`src/design/sfr_pkg.sv`:
```
`timescale 1ns / 1ps
// ----------------------------------------------------------------------------
// sfr_pkg
// Shared constants, types and helpers of the SBUS frame receiver.
// ----------------------------------------------------------------------------
package sfr_pkg;

	localparam int FRAME_BYTES  = 25;
	localparam int STORE_DEPTH  = FRAME_BYTES - 1;
	localparam int ADDR_W       = $clog2(STORE_DEPTH);
	localparam int NUM_CHANNELS = 16;
	localparam int IDX_W        = $clog2(NUM_CHANNELS);
	localparam int CH_W         = 11;
	localparam int BIT_W        = 8;

	localparam logic [7:0]        HEADER_RESET = 8'h0F;
	localparam logic [7:0]        FOOTER_ZERO  = 8'h00;
	localparam logic [7:0]        FOOTER_EIGHT = 8'h08;
	localparam logic [3:0]        FOOTER_NIB   = 4'h4;
	localparam logic [ADDR_W-1:0] FLAG_POS     = ADDR_W'(STORE_DEPTH - 1);
	localparam logic [ADDR_W-1:0] LAST_POS     = ADDR_W'(STORE_DEPTH);
	localparam logic [BIT_W-1:0]  CH_STEP      = BIT_W'(CH_W);

	typedef logic [7:0]       byte_t;
	typedef logic [CH_W-1:0]  chan_t;
	typedef logic [IDX_W-1:0] idx_t;

	function automatic logic footer_ok(input byte_t f);
		return (f == FOOTER_ZERO) || (f == FOOTER_EIGHT) || (f[3:0] == FOOTER_NIB);
	endfunction

endpackage

```
`src/design/sfr_ifs.sv`:
```
`timescale 1ns / 1ps
// ----------------------------------------------------------------------------
// sfr_ifs
// Handshake channels of the SBUS frame receiver: bytes, channels, config.
// ----------------------------------------------------------------------------
interface sfr_byte_if;
	import sfr_pkg::*;
	logic  valid;
	logic  ready;
	byte_t data_byte;
	modport source (output valid, output data_byte, input ready);
	modport sink (input valid, input data_byte, output ready);
endinterface

interface sfr_chan_if;
	import sfr_pkg::*;
	logic  valid;
	logic  ready;
	idx_t  channel_index;
	chan_t channel_value;
	logic  digital_ch17;
	logic  digital_ch18;
	logic  link_lost;
	logic  failsafe_active;
	logic  last_of_frame;
	modport source (output valid, output channel_index, output channel_value,
		output digital_ch17, output digital_ch18, output link_lost,
		output failsafe_active, output last_of_frame, input ready);
	modport sink (input valid, input channel_index, input channel_value,
		input digital_ch17, input digital_ch18, input link_lost,
		input failsafe_active, input last_of_frame, output ready);
endinterface

interface sfr_cfg_if;
	import sfr_pkg::*;
	logic  valid;
	logic  ready;
	byte_t data;
	modport source (output valid, output data, input ready);
	modport sink (input valid, input data, output ready);
endinterface

```
`src/design/sbus_frame_receiver.sv`:
```
`timescale 1ns / 1ps
// ----------------------------------------------------------------------------
// sbus_frame_receiver
// SBUS frame decoder: collects a header-led 25-byte frame in a RAM, checks
// the footer and unpacks the sixteen 11-bit channels as a run of items.
// ----------------------------------------------------------------------------
// Timing: while a frame is collected one byte item is taken each cycle.
// After a good footer the decoder reads three RAM bytes per channel through
// the single registered read port, and it starts on the next channel only
// once the previous item is taken; no bytes are taken until the frame drains.
// Reset: the header register returns to 0x0F and the block waits for a
// header; the frame RAM is not cleared, since every entry is written first.
// ----------------------------------------------------------------------------
module sbus_frame_receiver (
	input logic clk,
	input logic arst_n,
	sfr_byte_if.sink   rx,
	sfr_chan_if.source chan,
	sfr_cfg_if.sink    cfg
);
	import sfr_pkg::*;

	// Receive collects bytes, read fetches one channel's three bytes, and
	// emit holds a finished channel item until the sink takes it.
	typedef enum logic [1:0] {
		S_RECV,
		S_READ,
		S_EMIT
	} state_t;

	state_t            state_q;
	byte_t             header_q;
	logic [ADDR_W-1:0] pos_q;      // 0 means hunting for a header
	logic [3:0]        flags_q;
	idx_t              ch_q;
	logic [BIT_W-1:0]  bit_q;      // first bit of the current channel
	logic [1:0]        rd_cnt_q;
	logic [15:0]       win_q;

	idx_t  out_idx_q;
	chan_t out_val_q;
	logic  out_last_q;

	logic              rx_take;
	logic              ram_we;
	logic [ADDR_W-1:0] ram_waddr;
	logic              ram_re;
	logic [ADDR_W-1:0] ram_raddr;
	byte_t             ram_rdata;
	logic [23:0]       window;
	logic [23:0]       shifted;

	// Configuration writes are always taken; they must be issued only while idle, which the block does not enforce.
	assign cfg.ready = 1'b1;

	assign rx.ready = (state_q == S_RECV);
	assign rx_take  = rx.valid && rx.ready;

	// Every byte after the header lands at its frame position less one.
	assign ram_we    = rx_take && (pos_q != '0);
	assign ram_waddr = pos_q - ADDR_W'(1);

	// The byte address of a channel is its bit offset divided by eight.
	assign ram_re    = (state_q == S_READ) && (rd_cnt_q != 2'd3);
	assign ram_raddr = bit_q[BIT_W-1:3] + ADDR_W'(rd_cnt_q);

	// On the last read cycle the third byte arrives straight from the RAM.
	assign window  = {ram_rdata, win_q};
	assign shifted = window >> bit_q[2:0];

	sfr_ram #(
		.WIDTH(8),
		.DEPTH(STORE_DEPTH)
	) u_frame_ram (
		.clk  (clk),
		.we   (ram_we),
		.waddr(ram_waddr),
		.wdata(rx.data_byte),
		.re   (ram_re),
		.raddr(ram_raddr),
		.rdata(ram_rdata)
	);

	always_ff @(posedge clk or negedge arst_n) begin
		if (!arst_n) begin
			state_q  <= S_RECV;
			header_q <= HEADER_RESET;
			pos_q    <= '0;
			ch_q     <= '0;
			bit_q    <= '0;
			rd_cnt_q <= '0;
		end else begin
			if (cfg.valid && cfg.ready) begin
				header_q <= cfg.data;
			end
			unique case (state_q)
				S_RECV: begin
					if (rx_take) begin
						if (pos_q == '0) begin
							if (rx.data_byte == header_q) begin
								pos_q <= ADDR_W'(1);
							end
						end else if (pos_q == LAST_POS) begin
							// The footer closes the frame whether or not it is good.
							pos_q <= '0;
							if (footer_ok(rx.data_byte)) begin
								state_q  <= S_READ;
								ch_q     <= '0;
								bit_q    <= '0;
								rd_cnt_q <= '0;
							end
						end else begin
							if (pos_q == FLAG_POS) begin
								flags_q <= rx.data_byte[3:0];
							end
							pos_q <= pos_q + ADDR_W'(1);
						end
					end
				end
				S_READ: begin
					rd_cnt_q <= rd_cnt_q + 2'd1;
					unique case (rd_cnt_q)
						2'd0: begin
						end
						2'd1: begin
							win_q[7:0] <= ram_rdata;
						end
						2'd2: begin
							win_q[15:8] <= ram_rdata;
						end
						2'd3: begin
							out_idx_q  <= ch_q;
							out_val_q  <= shifted[CH_W-1:0];
							out_last_q <= (ch_q == idx_t'(NUM_CHANNELS - 1));
							state_q    <= S_EMIT;
						end
						default: begin
						end
					endcase
				end
				S_EMIT: begin
					if (chan.ready) begin
						if (out_last_q) begin
							state_q <= S_RECV;
						end else begin
							ch_q     <= ch_q + idx_t'(1);
							bit_q    <= bit_q + CH_STEP;
							rd_cnt_q <= '0;
							state_q  <= S_READ;
						end
					end
				end
				default: begin
					state_q <= S_RECV;
				end
			endcase
		end
	end

	assign chan.valid           = (state_q == S_EMIT);
	assign chan.channel_index   = out_idx_q;
	assign chan.channel_value   = out_val_q;
	assign chan.digital_ch17    = flags_q[0];
	assign chan.digital_ch18    = flags_q[1];
	assign chan.link_lost       = flags_q[2];
	assign chan.failsafe_active = flags_q[3];
	assign chan.last_of_frame   = out_last_q;

endmodule

```
`src/design/sfr_ram.sv`:
```
`timescale 1ns / 1ps
// ----------------------------------------------------------------------------
// sfr_ram
// Generic single-write, single-read RAM with a registered read port.
// ----------------------------------------------------------------------------
module sfr_ram #(
	parameter int WIDTH = 8,
	parameter int DEPTH = 24
) (
	input  logic                     clk,
	input  logic                     we,
	input  logic [$clog2(DEPTH)-1:0] waddr,
	input  logic [WIDTH-1:0]         wdata,
	input  logic                     re,
	input  logic [$clog2(DEPTH)-1:0] raddr,
	output logic [WIDTH-1:0]         rdata
);

	logic [WIDTH-1:0] mem [DEPTH];

	always_ff @(posedge clk) begin
		if (we) begin
			mem[waddr] <= wdata;
		end
		if (re) begin
			rdata <= mem[raddr];
		end
	end

endmodule

```
`src/flat_wrapper.sv`:
```
// flat-port wrapper written by rule: the top's interface ports become plain ports
module sbus_frame_receiver_flat import sfr_pkg::*;
  (clk, arst_n, rx_valid, rx_data_byte, rx_ready, chan_valid, chan_channel_index, chan_channel_value, chan_digital_ch17, chan_digital_ch18, chan_link_lost, chan_failsafe_active, chan_last_of_frame, chan_ready, cfg_valid, cfg_data, cfg_ready);
  sfr_byte_if rx_i ();
  sfr_chan_if chan_i ();
  sfr_cfg_if cfg_i ();
  input logic clk;
  input logic arst_n;
  input wire logic [$bits(rx_i.valid)-1:0] rx_valid;
  input wire logic [$bits(rx_i.data_byte)-1:0] rx_data_byte;
  output wire logic [$bits(rx_i.ready)-1:0] rx_ready;
  output wire logic [$bits(chan_i.valid)-1:0] chan_valid;
  output wire logic [$bits(chan_i.channel_index)-1:0] chan_channel_index;
  output wire logic [$bits(chan_i.channel_value)-1:0] chan_channel_value;
  output wire logic [$bits(chan_i.digital_ch17)-1:0] chan_digital_ch17;
  output wire logic [$bits(chan_i.digital_ch18)-1:0] chan_digital_ch18;
  output wire logic [$bits(chan_i.link_lost)-1:0] chan_link_lost;
  output wire logic [$bits(chan_i.failsafe_active)-1:0] chan_failsafe_active;
  output wire logic [$bits(chan_i.last_of_frame)-1:0] chan_last_of_frame;
  input wire logic [$bits(chan_i.ready)-1:0] chan_ready;
  input wire logic [$bits(cfg_i.valid)-1:0] cfg_valid;
  input wire logic [$bits(cfg_i.data)-1:0] cfg_data;
  output wire logic [$bits(cfg_i.ready)-1:0] cfg_ready;
  assign rx_i.valid = rx_valid;
  assign rx_i.data_byte = rx_data_byte;
  assign rx_ready = rx_i.ready;
  assign chan_valid = chan_i.valid;
  assign chan_channel_index = chan_i.channel_index;
  assign chan_channel_value = chan_i.channel_value;
  assign chan_digital_ch17 = chan_i.digital_ch17;
  assign chan_digital_ch18 = chan_i.digital_ch18;
  assign chan_link_lost = chan_i.link_lost;
  assign chan_failsafe_active = chan_i.failsafe_active;
  assign chan_last_of_frame = chan_i.last_of_frame;
  assign chan_i.ready = chan_ready;
  assign cfg_i.valid = cfg_valid;
  assign cfg_i.data = cfg_data;
  assign cfg_ready = cfg_i.ready;
  sbus_frame_receiver u_core (.clk(clk), .arst_n(arst_n), .rx(rx_i), .chan(chan_i), .cfg(cfg_i));
endmodule
```
`config.mk`:
```
export PLATFORM = sky130hd
export DESIGN_NAME = sbus_frame_receiver_flat
export DESIGN_NICKNAME = d
export VERILOG_FILES = /design/src/design/sfr_pkg.sv /design/src/design/sfr_ifs.sv /design/src/design/sbus_frame_receiver.sv /design/src/design/sfr_ram.sv /design/src/flat_wrapper.sv
export SDC_FILE = /design/constraint.sdc
export NUM_CORES = 1
export LEC_CHECK = 0
export BUFFER_PORTS_ARGS = -buffer_cell sky130_fd_sc_hd__buf_2
export CAP_MARGIN = 10
export CORE_MARGIN = 2
export CORE_UTILIZATION = 63
export CTS_BUF_LIST = sky130_fd_sc_hd__clkbuf_4 sky130_fd_sc_hd__clkbuf_8 sky130_fd_sc_hd__clkbuf_16
export CTS_CLUSTER_DIAMETER = 60
export DETAILED_ROUTE_END_ITERATION = 10
export GPL_TIMING_DRIVEN = 0
export PLACE_DENSITY = 0.89
export SETUP_SLACK_MARGIN = 0.5
export SLEW_MARGIN = 30
export SYNTH_ARGS = -nofsm -noshare
export SYNTH_HDL_FRONTEND = slang
export SYNTH_SLANG_ARGS = --single-unit
```
`constraint.sdc`:
```
create_clock -name clk -period 6.99 [get_ports clk]
set_input_delay 1.398 -clock clk [delete_from_list [all_inputs] [get_ports clk]]
set_output_delay 1.398 -clock clk [all_outputs]
set_load 0.1 [all_outputs]
```
==> metrics.md, run 1 <==
| Metric | Value |
|---|---|
| Setup violators final | 0 |
| Via Count | 6,572 |
| Initial DRC count | 810 |
| Register area share after synthesis | 70.2% |
| CP Cell Sequence | buf_2, nor3b_1, and2_1, nand2_1, nor2_1 |
| First-pass GRT wire length | 38,500 um |
| Delay-heaviest family, CP | simple AND/OR/NAND/NOR gates |
| CTS Buffer Depth | 3 |
| Setup TNS | 0 ps |
| Clock power frac | 23.7% |
| Final Skew | 27.7 ps |
| Core area | 17,300 sq um |
| H-tree levels | 1 |
| Nets | 790 |
| Pin count of the biggest net entering global routing | 34 |
| R2r worst-path depth | 8 |
| Maximum VDD drop | 0.326 mV |
| Status | complete, no violations |
| Worst hold stages | 0 |
| Die X | 137 um |
| Crit path launch type | primary input |
| Asr flop ratio synth | 10.9% |
| Final HPWL DP | 15,100 um |
| PwrDens | 493 nW/um^2 |
| Slowest-stage cell, CP | nor2_1 |
| Worst min path class | reg -> reg |
| Area of the die | 18,700 sq um |
| Vias per cell | 6.57 |
| Vert. Die Dim | 137 um |
| Clock-pin slew on the worst setup and hold paths | 60 ps |
| Area taken by multi-input logic gates | 3100 sq um |
| Cts bufs inserted | 26 |
| CP endpoint kind | register |
| Tcrit/Tclk final | 48.9% |
| #FFs+latches synth | 265 |
| Antenna violations before repair | 0 |
| Leak Pwr | 0.00435 uW |
| Drc violations | 0 |
| RSZ-0062 raised after global routing | no |
| Post-Syn Area | 11,100 sq um |
| CTS root buf | clkbuf_16 |
| Post CTS Setup Buffer Count | 0 |
| Hold buffer count at CTS | 0 |
| Crit path max fanout | 8 |
| Tightest Pin Transition | 912 ps |
| Final WL | 24,700 um |
| Synth unique cells | 54 |
| Fin crit period | 3420 ps |
| Switching portion of total power | 36.6% |
| Critical path class | in -> reg |
| Aggregate global routing overflow | 0 |
| CTS tree | built |
| Crit. Startpoint | rx_valid |
| P_int | 3910 uW |
| Avg Synthesized Cell Area | 16.2 sq um |
| Max frequency | 0.293 GHz |
| Initial Util | 64.3% |
| Psw | 2260 uW |
| RR Startpoint | u_core.bit_q[3] |
| Final Wtd Congestion | 0.938 |
| Synthesized Nets | 721 |
| Worst Path Required | 7140 ps |
| Drt pass-1 iters | 5 |
| Final core area utilization | 72.4% |
| Cells after Synth | 686 |
| Area growth from synthesis to layout | 12.5% |
| Number of synthesized flops with an enable pin | 236 |
| Critical path depth | 5 |
| Final hold violation count | 0 |
| Sequential cell area | 7820 sq um |
| Sink count of the clock tree | 265 |
| Share of post-route cells with drive strength above 1 | 23.4% |
| Commonest non-fill, non-tap cell in the layout | edfxtp_1 |
| Top_reg_cell synth | edfxtp_1 |
| CP Buf/Inv Count | 1 |
| PostCTS Resize Cnt | 0 |
| Fillers | 998 |
| Worst hold start | u_core.u_frame_ram.rdata[2] |
| CP Data Arrival Time | 3570 ps |
| Vias in the first global route | 6,813 |
| # diodes | 0 |
| Slew Viols, Final | 0 |
| CP peak stage delay | 770 ps |
| Max cap viols | 0 |
| Wire length per cell | 24.7 um |
| Row count | 48 |
| Yosys warns | 0 |
| Slew HR | 39.0% |
| Clock latency at the later pin of the worst-skew pair | 550 ps |
| Ports | 44 |
| Most frequent cells in the layout | edfxtp_1 (236), nor2_1 (67), nand2_1 (66) |
| Antenna-violating nets left | 0 |
| Buffers on Ports | 41 |
| Gate power share | 42.8% |
| Reg power frac | 33.5% |
| GRT Util Overall | 28.1% |
[cells in the mapped netlist, drive strengths merged, types with 6 or more instances]
master  number  area share (%)
o21ai       22            0.99
o22ai        8            0.45
a21oi       35             1.6
xnor2       12            0.94
ha          13             1.5
inv         14            0.47
mux2        15             1.5
buf         16            0.93
clkbuf      14            0.47
or3          6            0.35
and2         6            0.36
nor2        67             2.3
nand2       66             2.2
mux2i       15             1.3
dfrtp       25             5.6
edfxtp     236              64
mux4        49             9.9
[per-layer routing]
layer	vias up	routed length [um]	GRT usage, %
li1	2768	-	-
met4	0	970	10.4
met1	3247	8710	35.9
met5	-	0	0
met2	466	12700	49.0
met3	91	2290	4.44
[worst paths after layout]
path	slack, ps	endpoint
worst max-delay path	3570	u_core.u_frame_ram.mem[6][0]
worst min-delay path	460	u_core.win_q[2]
worst max register to register	3760	u_core.u_frame_ram.rdata[3]
worst min register to register	460	u_core.win_q[2]
max in group asynchronous	5540	u_core.ch_q[2]
min in group asynchronous	930	u_core.pos_q[2]
[power by group through the flow]
stage          registers, uW  logic, uW  clock network [uW]
2_1_floorplan           2100       1870                   0
3_3_place_gp            2080       2430                   0
3_5_place_dp            2090       2540                   0
4_1_cts                 2070       2610                1470
5_1_grt                 2090       2830                1530
6_report                2070       2640                1460
[final cells by class]
class | count | area share (%)
buffer | 30 | 1.25
multi-input combinational | 377 | 24.8
clock buffer | 36 | 5.85
inverter | 14 | 0.420
tap | 225 | 2.25
clock inverter | 12 | 1.37
sequential | 265 | 62.4
timing repair buffer | 41 | 1.64
[worst reg2reg max path, cell delays in order, from the launching register on]
cell,delay (ps)
dfrtp_1,440
ha_1,200
inv_1,60
fa_1,600
clkbuf_1,610
mux4_2,430
nand2_1,110
a21oi_1,120
or3_1,390
[stage by stage]
step	instance area [sq um]	worst slack (ps)	cells	hold slack (ps)	power, uW
2_1_floorplan	11100	3700	686	421	3970
3_3_place_gp	11600	3370	952	427	4500
3_5_place_dp	11600	3220	952	445	4640
4_1_cts	12500	3670	1000	457	6150
5_1_grt	12500	3500	1000	467	6450
6_report	12500	3570	1000	456	6170
[logic make-up after synthesis]
kind of cell	after synthesis	share of synthesized area, %
flip-flops	265	70.2
AND/OR/NAND/NOR	182	7.65
AO/OA/AOI/OAI	86	4.52
multiplexers	79	12.8
buffers and inverters	44	1.88
XOR/XNOR	15	1.25
adder cells (fa/ha/maj)	14	1.64
other	1	0.0337
[sequential cells by signal, indices dropped and copies added, names as in the netlist, 5 cells and up]
| signal | flops |
|---|---|
| u_core.bit_q | 8 |
| u_core.header_q | 8 |
| u_core.pos_q | 5 |
| u_core.u_frame_ram.rdata | 8 |
| u_core.win_q | 16 |
| u_core.u_frame_ram.mem | 192 |
| u_core.chan.channel_value | 11 |
Power figures use the tool's default switching activity.
==> inputs of run 2 (changes only) <==
- CORE_UTILIZATION: 63 -> 61
- PLACE_DENSITY: 0.89 -> 0.87
- clock period: 6.99 -> 3.2 ns (I/O delays scaled with it)
==> metrics.md, run 2 (synthesis gave the netlist of run 1 again) <==
| Metric | Value |
|---|---|
| Final Non-Filler Cells | 1,015 (+1.5%) |
| CTS Buffer Depth | 3 (unchanged) |
| Commonest non-fill, non-tap cell in the layout | edfxtp_1 |
| Core area | 17,900 sq um (+3.5%) |
| Drt pass-1 iters | 4 (-1) |
| Max frequency | 0.366 GHz |
| Flop2flop setup slack | 470 ps (-3290 ps) |
| CTS root buf | clkbuf_16 |
| Maximum VDD drop | 0.636 mV (+95%) |
| Nets | 803 (+1.6%) |
| Area growth from synthesis to layout | 15.2% |
| Final WL | 23,800 um (-3.8%) |
| Vias in the first global route | 6,639 (-2.6%) |
| Share of post-route cells with drive strength above 1 | 30.4% (+7.1 points) |
| Buffers on Ports | 41 (unchanged) |
| Worst Path Required | 3470 ps (-3670 ps) |
| Setup violators final | 0 (unchanged) |
| Vias per cell | 6.37 (-3.1%) |
| Clock latency at the later pin of the worst-skew pair | 550 ps (about the same) |
| CP endpoint kind | register |
| Critical path class | reg -> reg |
| Final Skew | 24.2 ps (-3.51 ps) |
| Initial DRC count | 595 (-27%) |
| Reg with most FFs | u_core.u_frame_ram.mem |
| Max cap viols | 0 (unchanged) |
| R2r worst-path depth | 9 (+1) |
| Cts bufs inserted | 26 (unchanged) |
| # diodes | 0 (unchanged) |
| FF-to-FF End | u_core.u_frame_ram.rdata[6] |
| Crit path max fanout | 10 (+2) |
| Die X | 139 um (+1.6%) |
| GRT Util Overall | 24.5% (-3.6 points) |
| RSZ-0062 raised after global routing | yes |
| H-tree levels | 1 (unchanged) |
| Worst min path class | in -> async |
| CTS tree | built |
| Aggregate global routing overflow | 0 (unchanged) |
| Max reg flops | 192 (unchanged) |
| Most frequent cells in the layout | edfxtp_1 (236), nand2_1 (62), buf_2 (49), mux4_2 (49), nor2_1 (43) |
| Area of the die | 19,300 sq um (+3.2%) |
| CP Data Arrival Time | 3000 ps (-570 ps) |
| Status | complete, no violations |
| Antenna-violating nets left | 0 (unchanged) |
| Dpl cells | 956 (+0.42%) |
| Antenna violations before repair | 0 (unchanged) |
| Via Count | 6,465 (-1.6%) |
| Slew Viols, Final | 0 (unchanged) |
| Crit path launch type | register |
| Hold buffer count at CTS | 0 (unchanged) |
| Final HPWL DP | 14,900 um (-1.3%) |
| Final hold violation count | 0 (unchanged) |
| Sink count of the clock tree | 265 (unchanged) |
| RR Startpoint | u_core.rd_cnt_q[0] |
| Tightest Pin Transition | 837 ps (-74.6 ps) |
| PwrDens | 1100 nW/um^2 (+120%) |
| Slew HR | 44.0% (+5.0 points) |
| Crit. Startpoint | u_core.rd_cnt_q[0] |
| Leak Pwr | 0.00446 uW (+2.6%) |
| Vert. Die Dim | 139 um (+1.6%) |
| Initial Util | 62.2% (-2.2 points) |
| Final Wtd Congestion | 0.908 (-3.2%) |
| Drc violations | 0 (unchanged) |
| Fin crit period | 2730 ps |
| Row count | 49 (+2.1%) |
| Tcrit/Tclk final | 85.4% |
| Setup TNS | 0 ps (unchanged) |
| Wire length per cell | 23.4 um (-5.2%) |
| Clock-pin slew on the worst setup and hold paths | 70 ps (about the same) |
| Pin count of the biggest net entering global routing | 34 (unchanged) |
| First-pass GRT wire length | 36,500 um (-5.1%) |
| Ports | 44 (unchanged) |
## run 2: how the worst max path moves through the flow
stage                     cells after the start  slack [ps]                            to
after floorplan                               8         590   u_core.u_frame_ram.rdata[5]
after global placement                        8         110   u_core.u_frame_ram.rdata[5]
after detailed placement                      8          90   u_core.u_frame_ram.rdata[5]
after CTS                                     5         340  u_core.u_frame_ram.mem[1][0]
after global routing                          9         370   u_core.u_frame_ram.rdata[6]
final                                         9         470   u_core.u_frame_ram.rdata[6]
## run 2: repair_timing
item                                    in CTS  in global routing
endpoints found under the setup margin     192                200
buffers inserted                             2                 10
gates cloned                                 0                  1
resized for setup                           30                 39
pin swaps                                    1                  6
## run 2: power breakdown
| part | total [uW] | leakage (uW) | internal [uW] | switching (uW) |
|---|---|---|---|---|
| clock | 3050 | 0.000429 | 1760 | 1290 |
| combinational | 6510 | 0.00157 | 2920 | 3590 |
| sequential | 4510 | 0.00247 | 4290 | 226 |
## run 2: worst max-delay path, cell delays in order, from the launching register on
cell	delay (ps)
dfrtp_1	420
ha_4	160
inv_2	40
fa_2	670
buf_8	160
buf_12	140
mux4_2	300
and2_1	200
a211oi_2	260
nor2_1	110
## run 2: layer usage
layer / wire (um) / track usage [%] / up-vias
li1: - / - / 2791
met1: 8830 / 32.5 / 3249
met2: 12300 / 41.7 / 366
met3: 1800 / 3.80 / 59
met4: 835 / 8.98 / 0
met5: 0 / 0 / -
## run 2: area by class of cell
type / count / area [sq um]
plain buffers: 30 / 219
clock buffers: 33 / 721
clock inverters: 13 / 143
fillers: 1055 / 5090
inverters: 14 / 52.6
multi-input cells: 377 / 3250
flip-flops and latches: 265 / 7820
well taps: 229 / 287
repair buffers: 54 / 324
## run 2: through the flow
| step | total power [uW] | area [sq um] | util (%) | hold WS, ps | setup slack, ps |
|---|---|---|---|---|---|
| finish | 14100 | 12800 | 71.6 | 148 | 466 |
| global route | 14700 | 12800 | 71.6 | 204 | 371 |
| CTS | 13400 | 12600 | 70.4 | 159 | 338 |
| detailed placement | 10100 | 11600 | 64.9 | 439 | 89.0 |
| global placement | 9850 | 11600 | 64.9 | 429 | 113 |
| floorplan | 8670 | 11100 | - | 344 | 593 |
==> inputs of run 3 (changes only) <==
- BUFFER_PORTS_ARGS: -buffer_cell sky130_fd_sc_hd__buf_2 -> -buffer_cell sky130_fd_sc_hd__clkbuf_2
==> metrics.md, run 3 (synthesis gave the netlist of run 1 again) <==
| Metric | Value |
|---|---|
| Area of the die | 19,300 sq um (unchanged) |
| CTS Buffer Depth | 3 (unchanged) |
| Core area | 17,900 sq um (unchanged) |
| CP endpoint kind | register |
| Share of post-route cells with drive strength above 1 | 29.5% (-0.94 points) |
| Nets | 799 (-0.50%) |
| Max cap viols | 0 (unchanged) |
| Worst min path class | in -> async |
| Final hold violation count | 0 (unchanged) |
| Final Skew | 23.4 ps (-0.778 ps) |
| Final setup margin | 488 ps (+22.1 ps) |
| Buffers on Ports | 41 (unchanged) |
| Leak Pwr | 0.00440 uW (-1.4%) |
| Sink count of the clock tree | 265 (unchanged) |
| Final WL | 24,900 um (+4.6%) |
| Antenna violations before repair | 0 (unchanged) |
| First-pass GRT wire length | 37,700 um (+3.2%) |
| Final Wtd Congestion | 0.912 (+0.48%) |
| Worst Path Required | 3460 ps (about the same) |
| Slew Viols, Final | 0 (unchanged) |
| Wire length per cell | 24.6 um (+4.9%) |
| Max frequency | 0.369 GHz (+0.82%) |
| Fillers | 1,062 (+0.66%) |
| Drt pass-1 iters | 5 (+1) |
| Maximum VDD drop | 0.702 mV (+10%) |
| RSZ-0062 raised after global routing | yes |
| Vias per cell | 6.52 (+2.4%) |
| Hold buffer count at CTS | 0 (unchanged) |
| Aggregate global routing overflow | 0 (unchanged) |
| Delay-heaviest family, CP | adder cells |
| Status | complete, no violations |
| Area growth from synthesis to layout | 14.5% |
| Ports | 44 (unchanged) |
| Row count | 49 (unchanged) |
| H-tree levels | 1 (unchanged) |
| CP Buf/Inv Count | 3 (unchanged) |
| GRT Util Overall | 25.6% (+1.1 points) |
| PwrDens | 1090 nW/um^2 (-0.50%) |
| Fin crit period | 2710 ps (-22.1 ps) |
| Clock latency at the later pin of the worst-skew pair | 540 ps (about the same) |
| # diodes | 0 (unchanged) |
| Pin count of the biggest net entering global routing | 34 (unchanged) |
| Reg with most FFs | u_core.u_frame_ram.mem |
| Setup TNS | 0 ps (unchanged) |
| Commonest non-fill, non-tap cell in the layout | edfxtp_1 |
| Clock-pin slew on the worst setup and hold paths | 70 ps (about the same) |
| CP Cell Sequence | ha_4, inv_1, fa_2, buf_8, buf_12, mux4_2, and2_1, a211oi_2, nor2_1 |
| Drc violations | 0 (unchanged) |
| Place WS | 107 ps (+18.3 ps) |
| Tightest Pin Transition | 853 ps (+16.2 ps) |
| Setup violators final | 0 (unchanged) |
| Initial DRC count | 807 (+36%) |
| Slew HR | 42.9% (-1.1 points) |
| Flop2flop setup slack | 490 ps (+20 ps) |
| CP peak stage delay | 670 ps (about the same) |
| Slowest-stage cell, CP | fa_2 |
| Crit path launch type | register |
| Post-layout power | 13,900 uW (-1.1%) |
| Tcrit/Tclk final | 84.8% (-0.69 points) |
| CTS root buf | clkbuf_16 |
| CTS tree | built |
| Initial Util | 62.2% (unchanged) |
| Cts bufs inserted | 26 (unchanged) |
| Area taken by multi-input logic gates | 3260 sq um (+0.19%) |
| Max reg flops | 192 (unchanged) |
| Sequential cell area | 7820 sq um (unchanged) |
| Final HPWL DP | 15,200 um (+2.4%) |
| CP Data Arrival Time | 2980 ps (-20 ps) |
| Vias in the first global route | 6,907 (+4.0%) |
| Hold WS | 196 ps (+47.5 ps) |
| Die X | 139 um (unchanged) |
| Most frequent cells in the layout | edfxtp_1 (236), nand2_1 (66), mux4_2 (49) |
| Crit path max fanout | 6 (-4) |
| Vert. Die Dim | 139 um (unchanged) |
| Critical path class | reg -> reg |
| Antenna-violating nets left | 0 (unchanged) |
| Via Count | 6,609 (+2.2%) |
run 3: changes by cell type in the layout (fill, tap and decap cells not counted), sizes merged:
cell      previous run  this run
clkbuf              47        85
buf                 70        25
clkinvlp             1         4
inv                 14        16
clkinv              10        12
bufinv               2         0
run 3: report_power, final:
| part | internal (uW) | total, uW | switching (uW) |
|---|---|---|---|
| clock network | 1540 | 2830 | 1290 |
| registers | 4290 | 4510 | 224 |
| logic | 2870 | 6580 | 3710 |
run 3: metal layers:
layer  track usage [%]  wire (um)
met2              43.9      12900
met1              32.1       8890
met3              5.63       2090
met4              10.3        999
met5                 0          0
run 3: final cells by class:
class | instances | area share [%]
timing repair buffer | 50 | 2.42
sequential | 265 | 61.4
multi-input combinational | 377 | 25.5
clock inverter | 18 | 0.913
clock buffer | 30 | 5.34
tap | 229 | 2.25
inverter | 14 | 0.412
buffer | 30 | 1.76
run 3: per-stage QoR:
stage	instance area [sq um]	util (%)	std cells
global route	12700	71.2	1013
finish	12700	71.2	1013
CTS	12600	70.1	1007
detailed placement	11600	64.9	956
global placement	11600	64.9	956
floorplan	11100	-	686
run 3: final timing paths:
check / start / to / cells past startpoint
worst max-delay path: u_core.rd_cnt_q[0] / u_core.u_frame_ram.rdata[1] / 9
worst min-delay path: arst_n / u_core.header_q[4] / 1
worst max register to register: u_core.rd_cnt_q[0] / u_core.u_frame_ram.rdata[1] / 9
worst min register to register: u_core.u_frame_ram.rdata[7] / u_core.win_q[15] / 0
max in group asynchronous: arst_n / u_core.bit_q[3] / 1
min in group clk: cfg_data[4] / u_core.header_q[4] / 2
run 3: repair_timing:
item	in CTS	in global routing
endpoints found under the setup margin	184	200
gates resized for setup	37	29
setup buffers	3	4
pin swaps	1	3
gates cloned	0	2
